$ cat src/hdl/bcpf_pkg.sv
`timescale 1ns / 1ps
package bcpf_pkg;

    localparam int DEF_MAX_BLOCK_BYTES = 16;

    localparam logic [1:0] OP_DATA   = 2'd0;
    localparam logic [1:0] OP_FINISH = 2'd1;
    localparam logic [1:0] OP_PLAIN  = 2'd2;
    localparam logic [1:0] OP_RSVD   = 2'd3;

    localparam logic [1:0] KIND_CIPHER = 2'd0;
    localparam logic [1:0] KIND_PLAIN  = 2'd1;
    localparam logic [1:0] KIND_STATUS = 2'd2;

    localparam logic [1:0] REG_ENCRYPT = 2'd0;
    localparam logic [1:0] REG_PADDING = 2'd1;
    localparam logic [1:0] REG_BSIZE   = 2'd2;

    localparam logic       RST_ENCRYPT = 1'b1;
    localparam logic       RST_PADDING = 1'b1;
    localparam logic [4:0] RST_BSIZE   = 5'd8;

    localparam logic ST_OK  = 1'b0;
    localparam logic ST_ERR = 1'b1;

    typedef struct packed {
        logic [1:0] kind;
        logic [7:0] data;
        logic       bend;
        logic       fin;
        logic       st;
        logic       last;
    } t_res;

endpackage

$ cat src/hdl/bcpf_in_if.sv
`timescale 1ns / 1ps
interface bcpf_in_if;
    logic       valid;
    logic       ready;
    logic [1:0] operation;
    logic [7:0] data_byte;

    modport source (output valid, output operation, output data_byte, input ready);
    modport sink (input valid, input operation, input data_byte, output ready);
endinterface

$ cat src/hdl/bcpf_out_if.sv
`timescale 1ns / 1ps
interface bcpf_out_if;
    logic       valid;
    logic       ready;
    logic [1:0] result_kind;
    logic [7:0] out_byte;
    logic       block_end;
    logic       final_block;
    logic       status;
    logic       last;

    modport source (output valid, output result_kind, output out_byte, output block_end,
                    output final_block, output status, output last, input ready);
    modport sink (input valid, input result_kind, input out_byte, input block_end,
                  input final_block, input status, input last, output ready);
endinterface

$ cat src/hdl/bcpf_buf.sv
`timescale 1ns / 1ps
module bcpf_buf import bcpf_pkg::*; #(
    parameter int MAX_BLOCK_BYTES = DEF_MAX_BLOCK_BYTES,
    parameter int AW              = $clog2(MAX_BLOCK_BYTES)
) (
    input  logic          i_clk,
    input  logic          i_we,
    input  logic [AW-1:0] i_waddr,
    input  logic [7:0]    i_wdata,
    input  logic [AW-1:0] i_raddr,
    output logic [7:0]    o_rdata
);

    logic [7:0] r_mem [MAX_BLOCK_BYTES];

    always_ff @(posedge i_clk) begin
        if (i_we) begin
            r_mem[i_waddr] <= i_wdata;
        end
    end

    assign o_rdata = r_mem[i_raddr];

endmodule

$ cat src/hdl/bcpf_ctrl.sv
`timescale 1ns / 1ps
module bcpf_ctrl import bcpf_pkg::*; #(
    parameter int MAX_BLOCK_BYTES = DEF_MAX_BLOCK_BYTES,
    parameter int AW              = $clog2(MAX_BLOCK_BYTES)
) (
    input  logic          i_clk,
    input  logic          i_rst_n,
    input  logic          i_cfg_we,
    input  logic [1:0]    i_cfg_idx,
    input  logic [4:0]    i_cfg_data,
    bcpf_in_if.sink       i_in_ch,
    bcpf_out_if.source    o_out_ch,
    output logic          o_buf_we,
    output logic [AW-1:0] o_buf_waddr,
    output logic [7:0]    o_buf_wdata,
    output logic [AW-1:0] o_buf_raddr,
    input  logic [7:0]    i_buf_rdata
);

    localparam int CW = $clog2(MAX_BLOCK_BYTES + 1);
    localparam int EW = (CW > 5) ? CW : 5;

    localparam logic [2:0] S_IDLE  = 3'd0;
    localparam logic [2:0] S_SEND  = 3'd1;
    localparam logic [2:0] S_CHK0  = 3'd2;
    localparam logic [2:0] S_CHK   = 3'd3;
    localparam logic [2:0] S_PLAIN = 3'd4;
    localparam logic [2:0] S_STAT  = 3'd5;
    localparam logic [2:0] S_BYP   = 3'd6;

    logic [2:0]    r_state, n_state;
    logic          r_enc, r_pad;
    logic [4:0]    r_bsz;
    logic [CW-1:0] r_cnt, n_cnt;
    logic          r_await, n_await;
    logic [CW-1:0] r_idx, n_idx;
    logic          r_fin, n_fin;
    logic          r_subst, n_subst;
    logic          r_stat_after, n_stat_after;
    logic          r_pend, n_pend;
    logic [7:0]    r_byte, n_byte;
    logic [CW-1:0] r_padv, n_padv;
    logic [7:0]    r_pval, n_pval;
    logic [CW-1:0] r_plen, n_plen;
    logic          r_st, n_st;
    logic          r_ov;
    t_res          r_res;

    logic [EW-1:0] bsz_x;
    logic [CW-1:0] bs;
    logic [CW-1:0] cnt_inc;
    logic [CW-1:0] chk_addr;
    logic [CW-1:0] last_addr;
    logic          can_emit;
    logic          emit;
    t_res          res;
    logic          misorder;
    logic          bend;
    logic          ok0;
    logic          cfg_clr;

    always_comb begin
        bsz_x = EW'(r_bsz);
        if (bsz_x == '0) begin
            bs = CW'(1);
        end else if (bsz_x > EW'(MAX_BLOCK_BYTES)) begin
            bs = CW'(MAX_BLOCK_BYTES);
        end else begin
            bs = CW'(bsz_x);
        end
    end

    assign cnt_inc   = r_cnt + CW'(1);
    assign last_addr = bs - CW'(1);
    assign chk_addr  = last_addr - r_idx;
    assign can_emit  = !r_ov || o_out_ch.ready;
    assign misorder  = (i_in_ch.operation == OP_RSVD) ||
                       (r_await != (i_in_ch.operation == OP_PLAIN));
    assign cfg_clr   = i_cfg_we && (i_cfg_idx <= REG_BSIZE);
    assign i_in_ch.ready = (r_state == S_IDLE);

    always_comb begin
        n_state      = r_state;
        n_cnt        = r_cnt;
        n_await      = r_await;
        n_idx        = r_idx;
        n_fin        = r_fin;
        n_subst      = r_subst;
        n_stat_after = r_stat_after;
        n_pend       = r_pend;
        n_byte       = r_byte;
        n_padv       = r_padv;
        n_pval       = r_pval;
        n_plen       = r_plen;
        n_st         = r_st;
        o_buf_we     = 1'b0;
        o_buf_waddr  = r_cnt[AW-1:0];
        o_buf_wdata  = i_in_ch.data_byte;
        o_buf_raddr  = r_idx[AW-1:0];
        emit         = 1'b0;
        res          = '0;
        bend         = (r_idx == last_addr);
        ok0          = (i_buf_rdata != 8'd0) && (i_buf_rdata <= 8'(bs));
        unique case (r_state)
            S_IDLE: begin
                if (i_in_ch.valid) begin
                    if (misorder) begin
                        n_st    = ST_ERR;
                        n_state = S_STAT;
                    end else if (i_in_ch.operation == OP_PLAIN) begin
                        o_buf_we = 1'b1;
                        if (cnt_inc >= bs) begin
                            n_cnt   = '0;
                            n_await = 1'b0;
                            n_state = S_CHK0;
                        end else begin
                            n_cnt = cnt_inc;
                        end
                    end else if (i_in_ch.operation == OP_DATA) begin
                        n_idx        = '0;
                        n_fin        = 1'b0;
                        n_subst      = 1'b0;
                        n_stat_after = 1'b0;
                        n_byte       = i_in_ch.data_byte;
                        if (bs == CW'(1)) begin
                            n_state = S_BYP;
                        end else if (r_cnt >= bs) begin
                            n_pend  = 1'b1;
                            n_state = S_SEND;
                        end else begin
                            o_buf_we = 1'b1;
                            n_pend   = 1'b0;
                            if (cnt_inc == bs && (r_enc || !r_pad)) begin
                                n_state = S_SEND;
                            end else begin
                                n_cnt = cnt_inc;
                            end
                        end
                    end else begin
                        n_idx  = '0;
                        n_pend = 1'b0;
                        if (bs == CW'(1)) begin
                            n_st    = ST_OK;
                            n_state = S_STAT;
                        end else if (r_enc) begin
                            if (r_pad) begin
                                n_padv       = bs - r_cnt;
                                n_subst      = 1'b1;
                                n_stat_after = 1'b1;
                                n_fin        = 1'b0;
                                n_state      = S_SEND;
                            end else begin
                                n_st    = (r_cnt != '0) ? ST_ERR : ST_OK;
                                n_state = S_STAT;
                            end
                        end else if (r_cnt == bs && r_pad) begin
                            n_fin        = 1'b1;
                            n_subst      = 1'b0;
                            n_stat_after = 1'b0;
                            n_await      = 1'b1;
                            n_state      = S_SEND;
                        end else if (r_cnt == '0 && !r_pad) begin
                            n_st    = ST_OK;
                            n_state = S_STAT;
                        end else begin
                            n_st    = ST_ERR;
                            n_state = S_STAT;
                        end
                    end
                end
            end
            S_SEND: begin
                if (can_emit) begin
                    emit      = 1'b1;
                    res.kind  = KIND_CIPHER;
                    res.data  = (r_subst && r_idx >= r_cnt) ? 8'(r_padv) : i_buf_rdata;
                    res.bend  = bend;
                    res.fin   = r_fin;
                    res.last  = bend && !r_stat_after;
                    n_idx     = r_idx + CW'(1);
                    if (bend) begin
                        if (r_pend) begin
                            o_buf_we    = 1'b1;
                            o_buf_waddr = '0;
                            o_buf_wdata = r_byte;
                            n_cnt       = CW'(1);
                            n_pend      = 1'b0;
                        end else begin
                            n_cnt = '0;
                        end
                        if (r_stat_after) begin
                            n_st    = ST_OK;
                            n_state = S_STAT;
                        end else begin
                            n_state = S_IDLE;
                        end
                    end
                end
            end
            S_CHK0: begin
                o_buf_raddr = last_addr[AW-1:0];
                n_pval      = i_buf_rdata;
                n_plen      = bs - CW'(i_buf_rdata);
                n_idx       = '0;
                if (ok0) begin
                    n_state = S_CHK;
                end else begin
                    n_st    = ST_ERR;
                    n_state = S_STAT;
                end
            end
            S_CHK: begin
                o_buf_raddr = chk_addr[AW-1:0];
                if (i_buf_rdata != r_pval) begin
                    n_st    = ST_ERR;
                    n_state = S_STAT;
                end else if (8'(r_idx) == r_pval - 8'd1) begin
                    n_idx = '0;
                    if (r_plen == '0) begin
                        n_st    = ST_OK;
                        n_state = S_STAT;
                    end else begin
                        n_state = S_PLAIN;
                    end
                end else begin
                    n_idx = r_idx + CW'(1);
                end
            end
            S_PLAIN: begin
                if (can_emit) begin
                    emit     = 1'b1;
                    res.kind = KIND_PLAIN;
                    res.data = i_buf_rdata;
                    n_idx    = r_idx + CW'(1);
                    if (r_idx == r_plen - CW'(1)) begin
                        n_st    = ST_OK;
                        n_state = S_STAT;
                    end
                end
            end
            S_STAT: begin
                if (can_emit) begin
                    emit     = 1'b1;
                    res.kind = KIND_STATUS;
                    res.st   = r_st;
                    res.last = 1'b1;
                    n_state  = S_IDLE;
                end
            end
            S_BYP: begin
                if (can_emit) begin
                    emit     = 1'b1;
                    res.kind = KIND_CIPHER;
                    res.data = r_byte;
                    res.bend = 1'b1;
                    res.last = 1'b1;
                    n_state  = S_IDLE;
                end
            end
            default: begin
                n_state = S_IDLE;
            end
        endcase
    end

    always_ff @(posedge i_clk) begin
        if (!i_rst_n) begin
            r_state <= S_IDLE;
            r_enc   <= RST_ENCRYPT;
            r_pad   <= RST_PADDING;
            r_bsz   <= RST_BSIZE;
            r_cnt   <= '0;
            r_await <= 1'b0;
            r_pend  <= 1'b0;
            r_ov    <= 1'b0;
        end else begin
            r_state <= n_state;
            r_pend  <= n_pend;
            // a write to the encrypt, padding or block size register restarts the stream
            if (cfg_clr) begin
                r_cnt   <= '0;
                r_await <= 1'b0;
            end else begin
                r_cnt   <= n_cnt;
                r_await <= n_await;
            end
            if (emit) begin
                r_ov <= 1'b1;
            end else if (o_out_ch.ready) begin
                r_ov <= 1'b0;
            end
            if (i_cfg_we) begin
                case (i_cfg_idx)
                    REG_ENCRYPT: begin
                        r_enc <= i_cfg_data[0];
                    end
                    REG_PADDING: begin
                        r_pad <= i_cfg_data[0];
                    end
                    REG_BSIZE: begin
                        r_bsz <= i_cfg_data;
                    end
                    default: begin
                    end
                endcase
            end
        end
    end

    always_ff @(posedge i_clk) begin
        r_idx        <= n_idx;
        r_fin        <= n_fin;
        r_subst      <= n_subst;
        r_stat_after <= n_stat_after;
        r_byte       <= n_byte;
        r_padv       <= n_padv;
        r_pval       <= n_pval;
        r_plen       <= n_plen;
        r_st         <= n_st;
        if (emit) begin
            r_res <= res;
        end
    end

    assign o_out_ch.valid       = r_ov;
    assign o_out_ch.result_kind = r_res.kind;
    assign o_out_ch.out_byte    = r_res.data;
    assign o_out_ch.block_end   = r_res.bend;
    assign o_out_ch.final_block = r_res.fin;
    assign o_out_ch.status      = r_res.st;
    assign o_out_ch.last        = r_res.last;

endmodule

$ cat src/hdl/block_cipher_padding_framer_unit.sv
`timescale 1ns / 1ps
// results leave one per cycle while the sink is ready, during a block send or a plaintext run
// a block send reads the buffer out in order; a padding check reads the last byte, then the pad bytes
// a byte that only fills the buffer is written into it; every item runs through one sequencer
// one item at a time: input ready is high only while the sequencer is idle
// reset: synchronous active low, registers return to encrypt, padding on, block size 8
module block_cipher_padding_framer_unit import bcpf_pkg::*; #(
    parameter int MAX_BLOCK_BYTES = DEF_MAX_BLOCK_BYTES
) (
    input  logic       i_clk,
    input  logic       i_rst_n,
    input  logic       i_cfg_we,
    input  logic [1:0] i_cfg_idx,
    input  logic [4:0] i_cfg_data,
    bcpf_in_if.sink    i_in_ch,
    bcpf_out_if.source o_out_ch
);

    localparam int AW = $clog2(MAX_BLOCK_BYTES);

    logic          buf_we;
    logic [AW-1:0] buf_waddr;
    logic [7:0]    buf_wdata;
    logic [AW-1:0] buf_raddr;
    logic [7:0]    buf_rdata;

    bcpf_ctrl #(
        .MAX_BLOCK_BYTES (MAX_BLOCK_BYTES),
        .AW              (AW)
    ) u_ctrl (
        .i_clk       (i_clk),
        .i_rst_n     (i_rst_n),
        .i_cfg_we    (i_cfg_we),
        .i_cfg_idx   (i_cfg_idx),
        .i_cfg_data  (i_cfg_data),
        .i_in_ch     (i_in_ch),
        .o_out_ch    (o_out_ch),
        .o_buf_we    (buf_we),
        .o_buf_waddr (buf_waddr),
        .o_buf_wdata (buf_wdata),
        .o_buf_raddr (buf_raddr),
        .i_buf_rdata (buf_rdata)
    );

    bcpf_buf #(
        .MAX_BLOCK_BYTES (MAX_BLOCK_BYTES),
        .AW              (AW)
    ) u_buf (
        .i_clk   (i_clk),
        .i_we    (buf_we),
        .i_waddr (buf_waddr),
        .i_wdata (buf_wdata),
        .i_raddr (buf_raddr),
        .o_rdata (buf_rdata)
    );

endmodule

$ cat src/flat_wrapper.sv
// flat-port wrapper written by rule: the top's interface ports become plain ports
module block_cipher_padding_framer_unit_flat import bcpf_pkg::*;
#(
    parameter int MAX_BLOCK_BYTES = DEF_MAX_BLOCK_BYTES
)
  (i_clk, i_rst_n, i_cfg_we, i_cfg_idx, i_cfg_data, i_in_ch_valid, i_in_ch_operation, i_in_ch_data_byte, i_in_ch_ready, o_out_ch_valid, o_out_ch_result_kind, o_out_ch_out_byte, o_out_ch_block_end, o_out_ch_final_block, o_out_ch_status, o_out_ch_last, o_out_ch_ready);
  bcpf_in_if i_in_ch_i ();
  bcpf_out_if o_out_ch_i ();
  input  logic i_clk;
  input  logic i_rst_n;
  input  logic i_cfg_we;
  input  logic [1:0] i_cfg_idx;
  input  logic [4:0] i_cfg_data;
  input wire logic [$bits(i_in_ch_i.valid)-1:0] i_in_ch_valid;
  input wire logic [$bits(i_in_ch_i.operation)-1:0] i_in_ch_operation;
  input wire logic [$bits(i_in_ch_i.data_byte)-1:0] i_in_ch_data_byte;
  output wire logic [$bits(i_in_ch_i.ready)-1:0] i_in_ch_ready;
  output wire logic [$bits(o_out_ch_i.valid)-1:0] o_out_ch_valid;
  output wire logic [$bits(o_out_ch_i.result_kind)-1:0] o_out_ch_result_kind;
  output wire logic [$bits(o_out_ch_i.out_byte)-1:0] o_out_ch_out_byte;
  output wire logic [$bits(o_out_ch_i.block_end)-1:0] o_out_ch_block_end;
  output wire logic [$bits(o_out_ch_i.final_block)-1:0] o_out_ch_final_block;
  output wire logic [$bits(o_out_ch_i.status)-1:0] o_out_ch_status;
  output wire logic [$bits(o_out_ch_i.last)-1:0] o_out_ch_last;
  input wire logic [$bits(o_out_ch_i.ready)-1:0] o_out_ch_ready;
  assign i_in_ch_i.valid = i_in_ch_valid;
  assign i_in_ch_i.operation = i_in_ch_operation;
  assign i_in_ch_i.data_byte = i_in_ch_data_byte;
  assign i_in_ch_ready = i_in_ch_i.ready;
  assign o_out_ch_valid = o_out_ch_i.valid;
  assign o_out_ch_result_kind = o_out_ch_i.result_kind;
  assign o_out_ch_out_byte = o_out_ch_i.out_byte;
  assign o_out_ch_block_end = o_out_ch_i.block_end;
  assign o_out_ch_final_block = o_out_ch_i.final_block;
  assign o_out_ch_status = o_out_ch_i.status;
  assign o_out_ch_last = o_out_ch_i.last;
  assign o_out_ch_i.ready = o_out_ch_ready;
  block_cipher_padding_framer_unit #(.MAX_BLOCK_BYTES(MAX_BLOCK_BYTES)) u_core (.i_clk(i_clk), .i_rst_n(i_rst_n), .i_cfg_we(i_cfg_we), .i_cfg_idx(i_cfg_idx), .i_cfg_data(i_cfg_data), .i_in_ch(i_in_ch_i), .o_out_ch(o_out_ch_i));
endmodule
$ cat config.mk
export PLATFORM = sky130hd
export DESIGN_NAME = block_cipher_padding_framer_unit_flat
export DESIGN_NICKNAME = d
export VERILOG_FILES = /design/src/hdl/bcpf_pkg.sv /design/src/hdl/bcpf_in_if.sv /design/src/hdl/bcpf_out_if.sv /design/src/hdl/bcpf_buf.sv /design/src/hdl/bcpf_ctrl.sv /design/src/hdl/block_cipher_padding_framer_unit.sv /design/src/flat_wrapper.sv
export SDC_FILE = /design/constraint.sdc
export NUM_CORES = 1
export LEC_CHECK = 0
export BUFFER_PORTS_ARGS = -buffer_cell sky130_fd_sc_hd__buf_2
export CAP_MARGIN = 0
export CELL_PAD_IN_SITES_DETAIL_PLACEMENT = 1
export CELL_PAD_IN_SITES_GLOBAL_PLACEMENT = 2
export CORE_MARGIN = 2
export CORE_UTILIZATION = 40
export CTS_CLUSTER_SIZE = 8
export DETAILED_ROUTE_END_ITERATION = 8
export HOLD_SLACK_MARGIN = 0.02
export PLACE_DENSITY_LB_ADDON = 0.1
export SETUP_SLACK_MARGIN = 0.5
export SLEW_MARGIN = 20
export SYNTH_ARGS = -nofsm -noshare
export SYNTH_HDL_FRONTEND = slang
export SYNTH_HIERARCHICAL = 1
export SYNTH_SLANG_ARGS = --single-unit
$ cat constraint.sdc
create_clock -name i_clk -period 9 [get_ports i_clk]
set_clock_uncertainty 0.15 [all_clocks]
set_input_delay 1.8 -clock i_clk [delete_from_list [all_inputs] [get_ports i_clk]]
set_output_delay 1.8 -clock i_clk [all_outputs]
set_load 0.01 [all_outputs]
After elaboration in Yosys (flattened, before gate mapping)
Memories as Yosys holds them, arrays and structs flattened.
Cells that the tools add are included.
{"block": "op_classes", "n_addsub": 8, "order_cmp": 6, "eq_ne": 49, "muxes": 122, "bitwise_logic": 5, "reduce_logical": 45}
{"op": "$mux W5", "count": 18}
{"op": "$mux W3", "count": 21}
{"op": "$mux W1", "count": 59}
{"op": "$mux W8", "count": 5}
{"op": "$ne A2 B2 Y1 const B", "count": 13}
{"op": "$ne A3 B3 Y1 const B", "count": 8}
{"op": "$pmux W8 S3", "count": 1}
{"op": "$eq A5 B5 Y1", "count": 4}
{"op": "$pmux W5 S4", "count": 1}
{"op": "$mux W9", "count": 2}
{"op": "$pmux W3 S6", "count": 1}
{"op": "$reduce_and A9 Y1", "count": 2}
{"op": "$mux W4", "count": 4}
{"op": "$reduce_and A8 Y1", "count": 2}
{"op": "$ge A5 B5 Y1", "count": 3}
{"op": "$logic_not A5 Y1", "count": 3}
{"op": "$reduce_and A14 Y1", "count": 1}
{"op": "$reduce_and A7 Y1", "count": 2}
{"op": "$add A5 B1 Y5 const B", "count": 2}
{"op": "$mux W10", "count": 1}
{"op": "$pmux W5 S2", "count": 1}
{"op": "$reduce_and A2 Y1", "count": 5}
{"op": "$reduce_bool A5 Y1", "count": 2}
{"op": "$sub A5 B1 Y5 const B", "count": 2}
{"op": "41 further kinds", "count": 72}
{"block": "totals", "ff_bits": 66, "ramBits": 128, "input_bits": 22, "elab_cells": 258, "memories": 1}
{"name": "u_core.u_buf.r_mem", "words": 16, "word_bits": 8, "read_ports": 1, "rd_clocked_by_memory_dff": 0, "write_ports": 1, "line_no": "bcpf_buf.sv:14", "text": "logic [7:0] r_mem [MAX_BLOCK_BYTES];"}

Longest topological paths before layout
{"block": "depth", "depth_word": 13, "depth_mapped": 25}

Cells and area by module
The synthesis kept the hierarchy.
{"mod": "bcpf_buf", "instances": 1, "cells_per_inst": 221, "area_per_inst_um2": 4987.3}
{"mod": "bcpf_ctrl", "instances": 1, "cells_per_inst": 485, "area_per_inst_um2": 4643.2}

Worst setup path after synthesis
Ideal clock, no wire load.
{"block": "synth_timing", "path_kind": "reg2reg", "start": "register u_core.u_ctrl.r_bsz[3] (netlist: u_core/u_ctrl/bsz_x[3])", "end": "register u_core.u_ctrl.r_idx[0] (enable)", "setup_ps": 313, "arrival_ps": 4686, "path_slack_ps": 3851, "path_stages_with_launch": 23, "path_buffers": 1, "cell_sequence": "dfxtp_1 nor3_1 o21ai_0 inv_1 ha_1 ha_1 a21o_1 a21o_1 and3_1 o21ai_0 nor2_1 a311oi_1 and2b_1 clkdlybuf4s25_2 a22oi_1 nand2_1 xor2_1 nor4_1 nand2_1 nand2_1 o21ai_0 a211o_1 nand2_1"}
{"block": "synth_via", "elab_chain_cells": 10, "word_cells_on_any_way": 11, "classes_between": "add/sub: 2; order compare: 1; eq/ne: 2; mux: 3; reduce/logical: 2; memory: 1"}
{"element": "start, declared", "line_no": "bcpf_ctrl.sv:33", "text": "logic [4:0] r_bsz;"}
{"element": "start signal, assigned", "line_no": "bcpf_ctrl.sv:301", "text": "r_bsz <= i_cfg_data;"}
{"element": "$gt A5 B5 Y1", "line_no": "bcpf_ctrl.sv:66", "text": "end else if (bsz_x > EW'(MAX_BLOCK_BYTES)) begin"}
{"element": "$mux W5", "line_no": "bcpf_ctrl.sv:66"}
{"element": "$mux W5 (*)", "line_no": "bcpf_ctrl.sv:64", "text": "if (bsz_x == '0) begin"}
{"element": "$sub A5 B1 Y5 (*)", "line_no": "bcpf_ctrl.sv:74", "text": "assign last_addr = bs - CW'(1);"}
{"element": "$sub A4 B4 Y4", "line_no": "bcpf_ctrl.sv:75", "text": "assign chk_addr = last_addr - r_idx;"}
{"element": "$pmux W4 S2 (*)", "line_no": "bcpf_ctrl.sv:104", "text": "unique case (r_state)"}
{"element": "named net u_core.buf_raddr[3]", "line_no": "block_cipher_padding_framer_unit.sv:24", "text": "logic [AW-1:0] buf_raddr;"}
{"element": "$mem_v2 Z16 W8 (*)"}
{"element": "named net u_core.buf_rdata[1]", "line_no": "block_cipher_padding_framer_unit.sv:25", "text": "logic [7:0] buf_rdata;"}
{"element": "$ne A8 B8 Y1 (*)", "line_no": "bcpf_ctrl.sv:214", "text": "if (i_buf_rdata != r_pval) begin"}
{"element": "$ne A2 B2 Y1 (no line) (*)"}
{"element": "$reduce_and A6 Y1 (no line) (*)"}
{"element": "end signal, assigned", "line_no": "bcpf_ctrl.sv:311", "text": "r_idx <= n_idx;"}
{"element": "end, declared", "line_no": "bcpf_ctrl.sv:36", "text": "logic [CW-1:0] r_idx, n_idx;"}
Mark *: on every way through the listed nets, which the timed path passes. The rest lies on a longest branch.
A chain may end at the register's enable or synchronous reset.

Worst setup path after layout
{"block": "layout_timing", "start": "register u_core.u_ctrl.r_bsz[4] (netlist: u_core/u_ctrl/bsz_x[4])", "end": "register u_core.u_ctrl.r_idx[1] (enable)"}
The elaborated chain is that of the path after synthesis.

==> flow_summary.yaml <==
layout:
  finalNonFillerCells: 1078
  layout_overhead_on_the_synthesized_area_pct: 11.9
  fin_nets: 802
  fraction_of_layout_instances_using_a_drive_strength_above_1_pct: 16.3
  stdcell_area_um2: 10800
  n_antenna_cell: 0
  num-fill-cells: 2437
drt:
  drt_first_pass_iters: 4
  drc: 0
  post_detailed_route_via_to_cell_ratio: 5.57
  first_iter_violations: 316
  finalWirelength_um: 26400
  antenna_violating_nets_post_route: 0
  vias: 6008
  routedWlPerCell_um: 24.5
pwr:
  leakage_nw: 3.83
  peak_ir_drop_on_the_vdd_network_v: 0.000159
  power.density_cell_area_nw_per_um2: 283
  finalPower_w: 0.00305
clock_tree:
  clock-root-buffer: "sky130_fd_sc_hd__clkbuf_16"
  clock_sink_count: 194
  cts_made_buffers: 17
  cts.htree.levels: 4
  cts_hold_repair.buffers: 0
  cts-root-to-sink-buffers: 2
  insertion_delay_ns: 0.44
  cts.repair_timing.setup_buffer_count: 0
  cts_resized: 0
  clock_tree_from_tritoncts: "built"
  cts.reportedPaths.clkPinSlew_ns: 0.08
sta:
  maxSlewViolCount: 0
  max_slew.worst_pin.slew_ns: 0.938
  achievable-frequency_ghz: 0.164
  final_period_minus_worst_setup_slack_ns: 6.09
  grt_setup_unrepaired: "no"
  final.period_utilization_pct: 67.7
  setup_viol: 0
  worst_slew_slack_as_a_fraction_of_its_limit_pct: 37.4
  hold_violations: 0
  setup_slack_ns: 2.91
  timing.setup.tns_ns: 0
worst_setup_path:
  reg2reg_to: "u_core/u_ctrl/r_idx[1]"
  worst_setup_path_end_kind: "flop"
  timing.critical_path.slowest_stage_cell: "sky130_fd_sc_hd__dfxtp_1"
  critical_path_at_ns: 6.06
  cpMostUsedCell: "sky130_fd_sc_hd__nand2_1"
  worstSetupStartpointType: "flop"
  timing.critical_path.slowest_cell_delay_ns: 0.59
  reg2reg_slack_ns: 2.91
  timing_worst_setup_path_type: "flop to flop"
  critical_path.reg2reg.startpoint: "u_core/u_ctrl/bsz_x[4]"
  worstPathRequired_ns: 8.97
  crit_fanout: 10
  path_cells: "inv_1, o21ai_0, inv_1, ha_1, ha_1, a21o_1, a21o_1, and3_1, o21ai_0, nor2_1, a311oi_1, nor2b_1, a22oi_1, nand2_1, xor2_1, nor4_1, nand2_1, nand2_1, o21ai_0, a211o_1, nand2_1"
  worstRegToRegCells: 21
logic_synthesis:
  synth_area_um2: 9630
  post_synth_main_area_contributors: "sky130_fd_sc_hd__edfxtp_1 (55%), sky130_fd_sc_hd__mux4_2 (4.2%), sky130_fd_sc_hd__ha_1 (4.0%)"
  synth_enable_flop_cells: 176
  synth-seq-cells: 194
  synth_seq_area_share_pct: 58.6
  synthesis.nets: 762
  yosysMostFrequentCell: "sky130_fd_sc_hd__edfxtp_1"
  syn_area_per_cell_um2: 13.6
  synth_warnings: 6
  synth.largest_area_cell: "sky130_fd_sc_hd__edfxtp_1"
  post_synth_num_cell_types: 70
  netlist_top_cells_count: "sky130_fd_sc_hd__edfxtp_1 (176), sky130_fd_sc_hd__nor2_1 (55), sky130_fd_sc_hd__nand2_1 (45)"
  yosys_most_used_dff: "sky130_fd_sc_hd__edfxtp_1"
  synth_top_area_share_pct: 54.9
  postSynthCellCount: 706
  synthArstFlopShare_pct: 0
grt:
  grt_start_max_net_pins: 33
  grt_antenna_before_repair: 0
  first_global_vias: 6392
  grt_pass1_wl_um: 40200
  track_usage_pct: 21.5
  global_route.overflow_total: 0
floorplan:
  row_count: 56
  initial_utilization_pct: 40.9
  die-width_um: 159
  floorplan.core_area_um2: 23500
  dieArea_um2: 25300
  io_pins: 38
  die_height_um: 159
placed_design:
  placed_cell_area_um2: 10100
  preCtsSetupSlack_ns: 3.03
  placed_cells_incl_taps: 1046
  placement.io_buffers: 37
  gp_routability_congestion: 0.838
  dp.final_hpwl_um: 19700
worst_hold_path:
  min-delay-start: "u_core/u_ctrl/r_await"
  hold_depth: 2
  holdCritPathClass: "flop to flop"
  timing.hold.worst_endpoint: "u_core/u_ctrl/r_await"
run:
  drv_cap: 0
run_status:
  result_of_the_run: "completed"
==> cell families after synthesis <==
group | after synthesis | share of synthesized area (%)
xor+xnor | 38 | 3.53
fa+ha+maj | 35 | 4.76
mux | 52 | 10.2
simple gates | 209 | 11.4
flops | 194 | 58.6
compound gates | 120 | 8.61
buf+inv | 58 | 2.90
==> worst max-delay path, delay by kind of cell, from the launching register on <==
| family | cells | cell delay (ns) |
|---|---|---|
| and+or+nand+nor | 8 | 1.96 |
| buffers and inverters | 2 | 0.39 |
| DFF | 1 | 0.59 |
| xor gates and xnor gates | 1 | 0.13 |
| AOI/OAI and AO/OA | 8 | 1.86 |
| adders and majority gates | 2 | 0.68 |
==> registers in the layout, indices dropped and copies added (netlist names), 2 cells and up <==
register and flops:
u_core/u_ctrl/r_cnt 5, u_core/u_ctrl/r_idx 5, u_core/u_ctrl/bsz_x 5, u_core/u_ctrl/o_out_ch.result_kind 2, u_core/u_ctrl/r_pval 8, u_core/u_ctrl/r_state 3
u_core/u_ctrl/r_plen 5, u_core/u_ctrl/r_padv 5, u_core/u_buf/r_mem 128, u_core/u_ctrl/o_out_ch.out_byte 8, u_core/u_ctrl/r_byte 8
==> worst max path at each step <==
stage | from | endpoint | slack (ns)
2_1_floorplan | u_core/u_ctrl/bsz_x[3] | u_core/u_ctrl/r_idx[0] | 3.85
3_3_place_gp | o_out_ch_ready | u_core/u_buf/r_mem[10][2] | 3.32
3_5_place_dp | u_core/u_ctrl/bsz_x[4] | u_core/u_ctrl/r_idx[1] | 3.03
4_1_cts | u_core/u_ctrl/bsz_x[4] | u_core/u_ctrl/r_idx[4] | 2.94
5_1_grt | u_core/u_ctrl/bsz_x[4] | u_core/u_ctrl/r_st | 2.28
6_report | u_core/u_ctrl/bsz_x[4] | u_core/u_ctrl/r_idx[1] | 2.91
==> cells in the final DEF, fill, tap and decap left out, types with 6 or more instances in the layout <==
| cell | Yosys | final |
|---|---|---|
| sky130_fd_sc_hd__nand2b_1 | 10 | 10 |
| sky130_fd_sc_hd__a22oi_1 | 17 | 17 |
| sky130_fd_sc_hd__and2_1 | 10 | 11 |
| sky130_fd_sc_hd__clkbuf_16 | 0 | 17 |
| sky130_fd_sc_hd__buf_2 | 7 | 37 |
| sky130_fd_sc_hd__xor2_1 | 17 | 17 |
| sky130_fd_sc_hd__nor2b_1 | 13 | 13 |
| sky130_fd_sc_hd__nand3_1 | 10 | 10 |
| sky130_fd_sc_hd__a21o_1 | 6 | 6 |
| sky130_fd_sc_hd__mux4_2 | 18 | 18 |
| sky130_fd_sc_hd__xnor2_1 | 20 | 20 |
| sky130_fd_sc_hd__inv_1 | 34 | 34 |
| sky130_fd_sc_hd__o21ai_0 | 26 | 24 |
| sky130_fd_sc_hd__a221o_1 | 6 | 6 |
| sky130_fd_sc_hd__nand2_1 | 45 | 45 |
| sky130_fd_sc_hd__mux2_2 | 8 | 8 |
| sky130_fd_sc_hd__o211ai_1 | 7 | 7 |
| sky130_fd_sc_hd__buf_4 | 3 | 8 |
| sky130_fd_sc_hd__edfxtp_1 | 176 | 176 |
| sky130_fd_sc_hd__and3_1 | 9 | 9 |
| sky130_fd_sc_hd__a21oi_1 | 23 | 23 |
| sky130_fd_sc_hd__nor4_1 | 6 | 6 |
| sky130_fd_sc_hd__nand4_1 | 8 | 8 |
| sky130_fd_sc_hd__nor2_1 | 55 | 54 |
| sky130_fd_sc_hd__nor3_1 | 14 | 13 |
| sky130_fd_sc_hd__mux4_1 | 14 | 14 |
| sky130_fd_sc_hd__clkinv_8 | 0 | 6 |
| sky130_fd_sc_hd__ha_1 | 31 | 31 |
| sky130_fd_sc_hd__dfxtp_1 | 18 | 18 |
| sky130_fd_sc_hd__mux2i_1 | 12 | 12 |
==> report_power, final <==
part	leakage [nW]	internal, W	switching (W)	total [W]
registers	1.75	0.00110	0.0000864	0.00118
clock network	0.300	0.000385	0.000397	0.000782
logic	1.78	0.000428	0.000653	0.00108
==> metrics by stage <==
step	hold slack [ns]	utilization, %
2_1_floorplan	0.309	-
3_3_place_gp	0.356	43.1
3_5_place_dp	0.359	43.1
4_1_cts	0.388	45.7
5_1_grt	0.425	45.8
6_report	0.382	45.8
==> routing by layer <==
layer / share of wire (%) / global-route usage, %
met2: 52 / 37.9
met1: 43 / 27.0
met4: 2.2 / 6.78
met5: 0 / 0
met3: 3.6 / 3.59
==> cell type report <==
cell class	instances	area, um^2	share of cell area (%)
multi-input combinational	454	3730	34.7
tap	319	399	3.71
timing repair buffer	45	245	2.28
clock buffer	18	429	3.98
inverter	34	128	1.18
clock inverter	14	193	1.79
sequential	194	5650	52.4
Note: power is estimated with default switching activity, not from simulation.
